`config.mk`:
```
export PLATFORM = sky130hd
export DESIGN_NAME = mag_minmax_hard_soft_iron_calib_top
export DESIGN_NICKNAME = d
export VERILOG_FILES = /design/src/rtl/mmc_pkg.sv /design/src/rtl/mag_minmax_hard_soft_iron_calib_top.sv /design/src/rtl/mmc_lane.sv /design/src/rtl/mmc_ctrl.sv
export SDC_FILE = /design/constraint.sdc
export NUM_CORES = 2
export LEC_CHECK = 0
export BUFFER_PORTS_ARGS = -buffer_cell sky130_fd_sc_hd__clkbuf_2
export CAP_MARGIN = 20
export CORE_MARGIN = 2
export CORE_UTILIZATION = 45
export DETAILED_ROUTE_END_ITERATION = 16
export PLACE_DENSITY = 0.66
export SLEW_MARGIN = 20
export SYNTH_ARGS = -nofsm -noshare
export SYNTH_HDL_FRONTEND = slang
export SYNTH_SLANG_ARGS = --single-unit
```
`constraint.sdc`:
```
create_clock -name clk_i -period 12.8 [get_ports clk_i]
set_clock_uncertainty 0.2 [all_clocks]
set_input_delay 1.92 -clock clk_i [delete_from_list [all_inputs] [get_ports clk_i]]
set_output_delay 1.92 -clock clk_i [all_outputs]
set_load 0.02 [all_outputs]
```
`src/rtl/mmc_pkg.sv`:
```
`default_nettype none

package mmc_pkg;

  // Sample field width on the ports and bits of it that are significant
  localparam int IN_W        = 16;
  localparam int SAMPLE_BITS = 16;

  // Tracker width: wide enough for the samples and for the +/-16000 uT reset values
  localparam int TRK_W = (SAMPLE_BITS > 16) ? SAMPLE_BITS : 16;
  localparam int RNG_W = TRK_W;
  localparam int TOT_W = TRK_W + 2;
  localparam int DIV_W = TRK_W + 2;

  localparam int OFF_W      = 16;
  localparam int SCALE_W    = 16;
  localparam int SCALE_FRAC = 14;
  localparam int NUM_SH     = SCALE_W - SCALE_FRAC;

  localparam int REQ_W   = 16;
  localparam int PROG_W  = 7;
  localparam int PNUM_W  = REQ_W + PROG_W;
  localparam int CNT_W   = $clog2(SCALE_W + 1);

  localparam logic signed [TRK_W-1:0] TRK_MIN_RST = TRK_W'(16000);
  localparam logic signed [TRK_W-1:0] TRK_MAX_RST = -TRK_W'(16000);

  localparam logic [REQ_W-1:0]   REQ_RESET  = REQ_W'(500);
  localparam logic [REQ_W-1:0]   COUNT_MAX  = '1;
  localparam logic [PROG_W-1:0]  PROG_FULL  = PROG_W'(100);
  localparam logic [SCALE_W-1:0] SCALE_ONE  = SCALE_W'(16384);
  localparam logic [SCALE_W-1:0] SCALE_MAX  = '1;

  localparam logic CMD_START  = 1'b0;
  localparam logic CMD_SAMPLE = 1'b1;

  typedef enum logic [2:0] {
    ST_IDLE,
    ST_PREP,
    ST_SUM,
    ST_DIV,
    ST_LOAD
  } mmc_state_e;

  typedef struct packed {
    logic clr;   // rearm trackers
    logic upd;   // fold sample into trackers
    logic prep;  // latch offset and range
    logic init;  // start scale division
    logic step;  // one quotient bit
    logic last;  // final quotient bit
  } lane_ctl_t;

  typedef struct packed {
    logic              accepted;
    logic              running;
    logic              done;
    logic              sat;
    logic [PROG_W-1:0] progress;
  } mmc_stat_t;

  // Keep the low SAMPLE_BITS bits, sign-extended to the tracker width
  function automatic logic signed [TRK_W-1:0] sext_sample(input logic [IN_W-1:0] v);
    logic [31:0]      vx;
    logic [TRK_W-1:0] r;
    vx = 32'(v);
    for (int i = 0; i < TRK_W; i++) begin
      if (i < SAMPLE_BITS) begin
        r[i] = vx[i];
      end else begin
        r[i] = vx[SAMPLE_BITS-1];
      end
    end
    return r;
  endfunction

endpackage

`default_nettype wire

```
`src/rtl/mag_minmax_hard_soft_iron_calib_top.sv`:
```
// Each input passes through IDLE (accept), PREP, SUM, DIV and LOAD; the DIV
// state of the sample that completes a run also drives the three lane
// dividers, 16 quotient steps each, beside the 7-step progress divider. A new
// input is taken only in IDLE, and LOAD waits until the output register is free.
// Reset (rst_ni low, asynchronous): idle, run length 500, offsets 0,
// scales 1.0, trackers at +/-16000 uT, no result pending.
`default_nettype none

module mag_minmax_hard_soft_iron_calib_top import mmc_pkg::*; (
  input  wire logic                 clk_i,
  input  wire logic                 rst_ni,
  input  wire logic                 cfg_we_i,
  input  wire logic [REQ_W-1:0]     cfg_data_i,
  input  wire logic                 in_valid_i,
  output logic                      in_ready_o,
  input  wire logic                 cmd_i,
  input  wire logic [IN_W-1:0]      sample_x_i,
  input  wire logic [IN_W-1:0]      sample_y_i,
  input  wire logic [IN_W-1:0]      sample_z_i,
  output logic                      out_valid_o,
  input  wire logic                 out_ready_i,
  output logic                      accepted_o,
  output logic                      running_o,
  output logic      [PROG_W-1:0]    progress_o,
  output logic                      done_res_o,
  output logic      [OFF_W-1:0]     bias_x_o,
  output logic      [OFF_W-1:0]     bias_y_o,
  output logic      [OFF_W-1:0]     bias_z_o,
  output logic      [SCALE_W-1:0]   scale_x_o,
  output logic      [SCALE_W-1:0]   scale_y_o,
  output logic      [SCALE_W-1:0]   scale_z_o,
  output logic                      scale_saturated_o
);

  lane_ctl_t              lane_ctl;
  mmc_stat_t              stat;
  logic [TOT_W-1:0]       total;
  logic [2:0][RNG_W-1:0]  range;
  logic [2:0][OFF_W-1:0]  offset;
  logic [2:0][SCALE_W-1:0] scale;
  logic [2:0]             sat;
  logic [2:0][IN_W-1:0]   sample;
  logic                   load, out_free, out_valid_q;

  mmc_stat_t               stat_q;
  logic [2:0][OFF_W-1:0]   offset_q;
  logic [2:0][SCALE_W-1:0] scale_q;

  assign sample   = {sample_z_i, sample_y_i, sample_x_i};
  assign out_free = !out_valid_q || out_ready_i;

  mmc_ctrl u_ctrl (
    .clk_i      (clk_i),
    .rst_ni     (rst_ni),
    .in_valid_i (in_valid_i),
    .cmd_i      (cmd_i),
    .cfg_we_i   (cfg_we_i),
    .cfg_data_i (cfg_data_i),
    .out_free_i (out_free),
    .range_i    (range),
    .sat_i      (sat),
    .in_ready_o (in_ready_o),
    .lane_ctl_o (lane_ctl),
    .total_o    (total),
    .load_o     (load),
    .stat_o     (stat)
  );

  for (genvar g = 0; g < 3; g++) begin : g_lane
    mmc_lane u_lane (
      .clk_i    (clk_i),
      .rst_ni   (rst_ni),
      .ctl_i    (lane_ctl),
      .sample_i (sample[g]),
      .total_i  (total),
      .range_o  (range[g]),
      .offset_o (offset[g]),
      .scale_o  (scale[g]),
      .sat_o    (sat[g])
    );
  end

  always_ff @(posedge clk_i or negedge rst_ni) begin
    if (!rst_ni) begin
      out_valid_q <= 1'b0;
    end else if (load) begin
      out_valid_q <= 1'b1;
    end else if (out_ready_i) begin
      out_valid_q <= 1'b0;
    end
  end

  always_ff @(posedge clk_i) begin
    if (load) begin
      stat_q   <= stat;
      offset_q <= offset;
      scale_q  <= scale;
    end
  end

  assign out_valid_o       = out_valid_q;
  assign accepted_o        = stat_q.accepted;
  assign running_o         = stat_q.running;
  assign progress_o        = stat_q.progress;
  assign done_res_o        = stat_q.done;
  assign scale_saturated_o = stat_q.sat;
  assign bias_x_o          = offset_q[0];
  assign bias_y_o          = offset_q[1];
  assign bias_z_o          = offset_q[2];
  assign scale_x_o         = scale_q[0];
  assign scale_y_o         = scale_q[1];
  assign scale_z_o         = scale_q[2];

endmodule

`default_nettype wire

```
`src/rtl/mmc_lane.sv`:
```
`default_nettype none

module mmc_lane import mmc_pkg::*; (
  input  wire logic               clk_i,
  input  wire logic               rst_ni,
  input  wire lane_ctl_t          ctl_i,
  input  wire logic [IN_W-1:0]    sample_i,
  input  wire logic [TOT_W-1:0]   total_i,
  output logic      [RNG_W-1:0]   range_o,
  output logic      [OFF_W-1:0]   offset_o,
  output logic      [SCALE_W-1:0] scale_o,
  output logic                    sat_o
);

  logic signed [TRK_W-1:0] min_q, min_d, max_q, max_d, smp;
  logic signed [TRK_W:0]   sum, sum_sh, diff;
  logic [RNG_W-1:0]        range_q;
  logic [DIV_W-1:0]        d_q, rem_q;
  logic [DIV_W+1:0]        twelve_r;
  logic [DIV_W:0]          rem2;
  logic                    ge;
  logic [SCALE_W-1:0]      num_q, quo_q, quo_nx;
  logic [OFF_W-1:0]        offset_q;
  logic [SCALE_W-1:0]      scale_q;
  logic                    sat_q, run_q;

  assign smp = sext_sample(sample_i);

  always_comb begin
    min_d = min_q;
    max_d = max_q;
    if (ctl_i.clr) begin
      min_d = TRK_MIN_RST;
      max_d = TRK_MAX_RST;
    end else if (ctl_i.upd) begin
      if (smp < min_q) min_d = smp;
      if (smp > max_q) max_d = smp;
    end
  end

  assign sum      = {max_q[TRK_W-1], max_q} + {min_q[TRK_W-1], min_q};
  assign sum_sh   = sum >>> 1;
  assign diff     = {max_q[TRK_W-1], max_q} - {min_q[TRK_W-1], min_q};
  assign twelve_r = {d_q, 2'b00};

  // restoring division: one quotient bit per step
  assign rem2   = {rem_q, num_q[SCALE_W-1]};
  assign ge     = rem2 >= {1'b0, d_q};
  assign quo_nx = {quo_q[SCALE_W-2:0], ge};

  always_ff @(posedge clk_i or negedge rst_ni) begin
    if (!rst_ni) begin
      min_q    <= TRK_MIN_RST;
      max_q    <= TRK_MAX_RST;
      offset_q <= '0;
      scale_q  <= SCALE_ONE;
      sat_q    <= 1'b0;
      run_q    <= 1'b0;
    end else begin
      min_q <= min_d;
      max_q <= max_d;
      if (ctl_i.prep) begin
        offset_q <= sum_sh[OFF_W-1:0];
      end
      if (ctl_i.init) begin
        // quotient above full scale exactly when total >= 12 * range
        if (range_q == '0 || {2'b00, total_i} >= twelve_r) begin
          scale_q <= SCALE_MAX;
          sat_q   <= 1'b1;
          run_q   <= 1'b0;
        end else begin
          sat_q   <= 1'b0;
          run_q   <= 1'b1;
        end
      end else if (ctl_i.step && run_q && ctl_i.last) begin
        scale_q <= quo_nx;
        run_q   <= 1'b0;
      end
    end
  end

  always_ff @(posedge clk_i) begin
    if (ctl_i.prep) begin
      range_q <= (max_q > min_q) ? diff[RNG_W-1:0] : '0;
      d_q     <= (max_q > min_q) ?
                 ({2'b00, diff[RNG_W-1:0]} + {1'b0, diff[RNG_W-1:0], 1'b0}) : '0;
    end
    if (ctl_i.init) begin
      rem_q <= DIV_W'(total_i >> NUM_SH);
      num_q <= {total_i[NUM_SH-1:0], {SCALE_FRAC{1'b0}}};
    end else if (ctl_i.step) begin
      rem_q <= ge ? DIV_W'(rem2 - {1'b0, d_q}) : rem2[DIV_W-1:0];
      num_q <= {num_q[SCALE_W-2:0], 1'b0};
      quo_q <= quo_nx;
    end
  end

  assign range_o  = range_q;
  assign offset_o = offset_q;
  assign scale_o  = scale_q;
  assign sat_o    = sat_q;

endmodule

`default_nettype wire

```
`src/rtl/mmc_ctrl.sv`:
```
`default_nettype none

module mmc_ctrl import mmc_pkg::*; (
  input  wire logic                  clk_i,
  input  wire logic                  rst_ni,
  input  wire logic                  in_valid_i,
  input  wire logic                  cmd_i,
  input  wire logic                  cfg_we_i,
  input  wire logic [REQ_W-1:0]      cfg_data_i,
  input  wire logic                  out_free_i,
  input  wire logic [2:0][RNG_W-1:0] range_i,
  input  wire logic [2:0]            sat_i,
  output logic                       in_ready_o,
  output lane_ctl_t                  lane_ctl_o,
  output logic      [TOT_W-1:0]      total_o,
  output logic                       load_o,
  output mmc_stat_t                  stat_o
);

  mmc_state_e        state_q, state_d;
  logic [CNT_W-1:0]  cnt_q, cnt_d, div_last;
  logic [REQ_W-1:0]  req_q, req_eff, count_q, count_inc;
  logic              busy_q, fin_q, acc_q, done_q, held_sat_q;
  logic              accept, do_start, do_sample, fin_now;
  logic [PNUM_W-1:0] pnum_q;
  logic [REQ_W-1:0]  prem_q;
  logic [REQ_W:0]    prem2;
  logic              pge;
  logic [PROG_W-1:0] plow_q, pquo_q;
  logic              pfull_q;
  logic [TOT_W-1:0]  total_q;

  assign req_eff   = (req_q == '0) ? REQ_W'(1) : req_q;
  assign accept    = (state_q == ST_IDLE) && in_valid_i;
  assign do_start  = (cmd_i == CMD_START) && !busy_q;
  assign do_sample = (cmd_i == CMD_SAMPLE) && busy_q;
  assign count_inc = (count_q == COUNT_MAX) ? count_q : count_q + REQ_W'(1);
  assign fin_now   = do_sample && (count_inc >= req_eff);
  assign div_last  = fin_q ? CNT_W'(SCALE_W) : CNT_W'(PROG_W - 1);

  assign prem2 = {prem_q, plow_q[PROG_W-1]};
  assign pge   = prem2 >= {1'b0, req_eff};

  always_comb begin
    state_d    = state_q;
    cnt_d      = cnt_q;
    in_ready_o = 1'b0;
    load_o     = 1'b0;
    lane_ctl_o = '0;
    case (state_q)
      ST_IDLE: begin
        in_ready_o = 1'b1;
        if (in_valid_i) begin
          lane_ctl_o.clr = do_start;
          lane_ctl_o.upd = do_sample;
          state_d        = ST_PREP;
        end
      end
      ST_PREP: begin
        lane_ctl_o.prep = fin_q;
        state_d         = ST_SUM;
      end
      ST_SUM: begin
        cnt_d   = '0;
        state_d = ST_DIV;
      end
      ST_DIV: begin
        lane_ctl_o.init = fin_q && (cnt_q == '0);
        lane_ctl_o.step = fin_q && (cnt_q != '0);
        lane_ctl_o.last = cnt_q == CNT_W'(SCALE_W);
        if (cnt_q == div_last) begin
          state_d = ST_LOAD;
        end else begin
          cnt_d = cnt_q + CNT_W'(1);
        end
      end
      ST_LOAD: begin
        load_o = out_free_i;
        if (out_free_i) state_d = ST_IDLE;
      end
      default: state_d = ST_IDLE;
    endcase
  end

  always_ff @(posedge clk_i or negedge rst_ni) begin
    if (!rst_ni) begin
      state_q    <= ST_IDLE;
      cnt_q      <= '0;
      req_q      <= REQ_RESET;
      count_q    <= '0;
      busy_q     <= 1'b0;
      fin_q      <= 1'b0;
      acc_q      <= 1'b0;
      done_q     <= 1'b0;
      held_sat_q <= 1'b0;
    end else begin
      state_q <= state_d;
      cnt_q   <= cnt_d;
      if (cfg_we_i) req_q <= cfg_data_i;
      if (accept) begin
        acc_q  <= do_start || do_sample;
        done_q <= fin_now;
        fin_q  <= fin_now;
        if (do_start) begin
          busy_q  <= 1'b1;
          count_q <= '0;
        end else if (do_sample) begin
          busy_q  <= !fin_now;
          count_q <= count_inc;
        end
      end
      // merge: any lane that saturated sets the held flag
      if (state_q == ST_DIV && fin_q && cnt_q == div_last) begin
        held_sat_q <= |sat_i;
      end
    end
  end

  // progress = count*100/required, restoring division over PROG_W steps
  always_ff @(posedge clk_i) begin
    if (state_q == ST_PREP) begin
      pnum_q  <= PNUM_W'(count_q) * PNUM_W'(100);
      pfull_q <= count_q >= req_eff;
    end
    if (state_q == ST_SUM) begin
      prem_q  <= pnum_q[PNUM_W-1:PROG_W];
      plow_q  <= pnum_q[PROG_W-1:0];
      total_q <= TOT_W'(range_i[0]) + TOT_W'(range_i[1]) + TOT_W'(range_i[2]);
    end
    if (state_q == ST_DIV && cnt_q < CNT_W'(PROG_W)) begin
      prem_q <= pge ? REQ_W'(prem2 - {1'b0, req_eff}) : prem2[REQ_W-1:0];
      plow_q <= {plow_q[PROG_W-2:0], 1'b0};
      pquo_q <= {pquo_q[PROG_W-2:0], pge};
    end
  end

  assign total_o         = total_q;
  assign stat_o.accepted = acc_q;
  assign stat_o.running  = busy_q;
  assign stat_o.done     = done_q;
  assign stat_o.sat      = held_sat_q;
  assign stat_o.progress = pfull_q ? PROG_FULL : pquo_q;

endmodule

`default_nettype wire
```
==> reports/results.ini <==
[status]
status=finished, final reports clean

[timing]
relSlewSlack_pct=26.1
tns_ns=0
whs_ns=0.241
worst_pin_slew_ns=1.11
rsz0062_at_grt=no
min_period_ns=4.72
finalCritPeriodShare_pct=36.8
finalSetupViolCount=0
finalHoldViolations=0
max_freq_mhz=212
slew_viol_final=0

[clock_network]
h-tree-depth=3
cts_buffers=72
cts_tree=built
clk_path_buf_depth=3
cts_hold_buf=0
cts-root-buf=clkbuf_16
postCtsSetupBuffers=0
clkSlewWorstSetupHoldPaths_ns=0.06
clkLatencyLatePin_ns=0.63
clock-sinks=618
postCtsResizedCells=0

[worst_setup_path]
cp_max_fo=9
path_cells=ha_1 -> and2_4 -> a221oi_1 -> nand2_1 -> a21oi_1 -> o21bai_1 -> xnor2_1 -> inv_1 -> ha_1 -> or3_1 -> o211ai_1 -> o21ai_0 -> maj3_2 -> a2111oi_4 -> o41ai_2 -> xor2_1 -> nor2_1
cp_slowest_stage_delay_ns=0.44
critPathLaunchType=flip-flop
crit_required_ns=12.94
cp_common_cell=ha_1
endpoint_kind=flip-flop
slowest_stage=ha_1
arrival_ns=4.86
crit_type=reg2reg

[power]
vdd_drop_max_uv=256
power_density_mw_per_mm2=269
p_leak_nw=19.7
finalPower_mw=11.9

[drt]
via_per_inst=5.54
drt_iter0_drc=1850
routed_wl_um=98100
wl_per_cell_um=18.6
dr.pass1.iters=6
num_vias=29300
drtAntennaViolNets=0
drc_errors=0

[cells_and_area]
drive_gt1_share_pct=10.6
diodes=0
final_nets=4636
synthToLayoutAreaGrowth_pct=11.4
fin_area_sq_mm=0.0443
fill_cells=7977

[logic_synthesis]
synth_seq_area_share_pct=43.6
ys_async_sr_fraction_pct=39.3
yosys_warnings=0
synthTopCellsByArea=edfxtp_1 (28%), ha_1 (15%), dfrtp_1 (13%), xnor2_1 (3.6%), inv_1 (3.4%)
synthMostInstantiatedCell=ha_1
synth_edf_count=369
synth_area_per_cell_sq_um=10.2
synthesis.nets=4479
postSynthCellCount=3907
synth_cell_types=96
syn-cell-area_sq_mm=0.0398
ys_seq_elements=618
synth_largest_area_cell=edfxtp_1
synth_top_cell_area_share_pct=27.9
synth_flop_cell=edfxtp_1
synthTopCellsByCount=ha_1 (476), edfxtp_1 (369), inv_1 (365), nand2_1 (287), nor2_1 (279)

[place]
place_area_sq_mm=0.0418
port-buffer-count=178
gp_congestion=0.925
hpwl_um=74200

[min_path]
hold_class=reg2reg

[die]
die_w_um=301
rows=109
start_util_pct=45.2
dieArea_sq_mm=0.0908
core_sq_mm=0.0880
ioPinCount=179
die_h_um=301

[job]
cap_viol_max_count=0

[global_routing]
grt_usage_pct=21.6
grt_pass1_wl_um=156000
first_global_vias=28400
grt_max_degree=71
overflow=0
antenna_found_initial=1

## metal layers
metal	global-route usage, %	vias to the layer above	share of wire [%]
li1	-	14500	-
met1	31.3	14000	48
met2	33.4	698	44
met3	3.24	156	5.3
met4	6.28	2	2.6
met5	0	-	0.013
## flip-flops by register name, summed over array words and instances, names as in the netlist, 21 cells and up
name                    flops
g_lane.u_lane.rem_q        54
g_lane.u_lane.d_q          54
u_ctrl.pnum_q              21
g_lane.u_lane.quo_q        45
g_lane.u_lane.scale_o      48
g_lane.u_lane.range_o      45
g_lane.u_lane.min_q        48
g_lane.u_lane.offset_o     48
g_lane.u_lane.max_q        48
## layout by cell type, fill, tap and decap left out, types with 19 or more instances in the layout
cell type,n
ha_1,476
edfxtp_1,369
inv_1,363
nand2_1,285
nor2_1,277
o21ai_0,228
dfrtp_1,204
a21oi_1,197
clkbuf_2,177
xnor2_1,162
nor3_1,124
nand3_1,98
a21o_1,80
clkbuf_16,76
nor2b_1,59
xor2_1,56
o21a_1,51
mux2i_1,45
a311oi_1,43
dfstp_2,39
o21bai_1,36
nand2b_1,36
nand4_1,33
a22o_1,32
or3_1,27
nor4_1,27
o211ai_1,27
a211oi_1,26
fa_1,26
a31oi_1,25
buf_4,24
and3_1,22
nor4b_1,21
o31ai_1,20
o22a_1,19
## worst paths after layout
kind                                           start                      endpoint  slack (ns)  cells after the start
setup / recovery           g_lane[1].u_lane.max_q[4]      g_lane[1].u_lane.d_q[16]        8.08                     17
hold / removal                      u_ctrl.pquo_q[2]              u_ctrl.pquo_q[3]        0.24                      0
setup reg to reg           g_lane[1].u_lane.max_q[4]      g_lane[1].u_lane.d_q[16]        8.08                     17
hold reg to reg                     u_ctrl.pquo_q[2]              u_ctrl.pquo_q[3]        0.24                      0
max in group asynchronous                     rst_ni     g_lane[0].u_lane.min_q[8]        9.33                      3
min in group asynchronous                     rst_ni  g_lane[2].u_lane.scale_o[10]        1.05                      1
## critical path: cells and delay by family, from the launching register on
kind | cells | cell delay (ns)
xor gates and xnor gates | 2 | 0.43
DFF | 1 | 0.43
adders and majority gates | 3 | 1.08
and+or+nand+nor | 4 | 0.79
AOI/OAI and AO/OA | 7 | 1.40
buffers and inverters | 1 | 0.12
## metrics by stage
stage          worst slack (ns)  util, %  std cells
2_1_floorplan              7.54        -       3907
3_3_place_gp               7.97     47.6       5154
3_5_place_dp               7.90     47.6       5154
4_1_cts                    8.08     50.3       5287
5_1_grt                    7.75     50.4       5288
6_report                   8.08     50.4       5288
## cell type report
type                    count  area (sq um)  share of cell area (%)
clock buffers             101          2070                    4.66
clock inverters            32           378                   0.853
inverters                 370          1390                    3.14
multi-input cells        2799         20600                    46.5
flip-flops and latches    618         17300                    39.1
well taps                1165          1460                    3.29
repair buffers            203          1100                    2.47
## cells by family after synthesis
family / Yosys count / share of synthesized area, %
and+or+nand+nor: 1080 / 13.0
AOI/OAI and AO/OA: 937 / 15.9
buffers and inverters: 490 / 4.82
muxes: 60 / 1.56
adders and majority gates: 504 / 16.3
xor gates and xnor gates: 218 / 4.80
DFF: 618 / 43.6
## power by group
part | internal (mW) | switching [mW] | leakage, nW
clock network | 1.26 | 0.860 | 1.20
registers | 2.84 | 0.306 | 6.60
logic | 2.74 | 3.92 | 11.9
total | 6.84 | 5.08 | 19.7
Note: power is estimated with default switching activity, not from simulation.
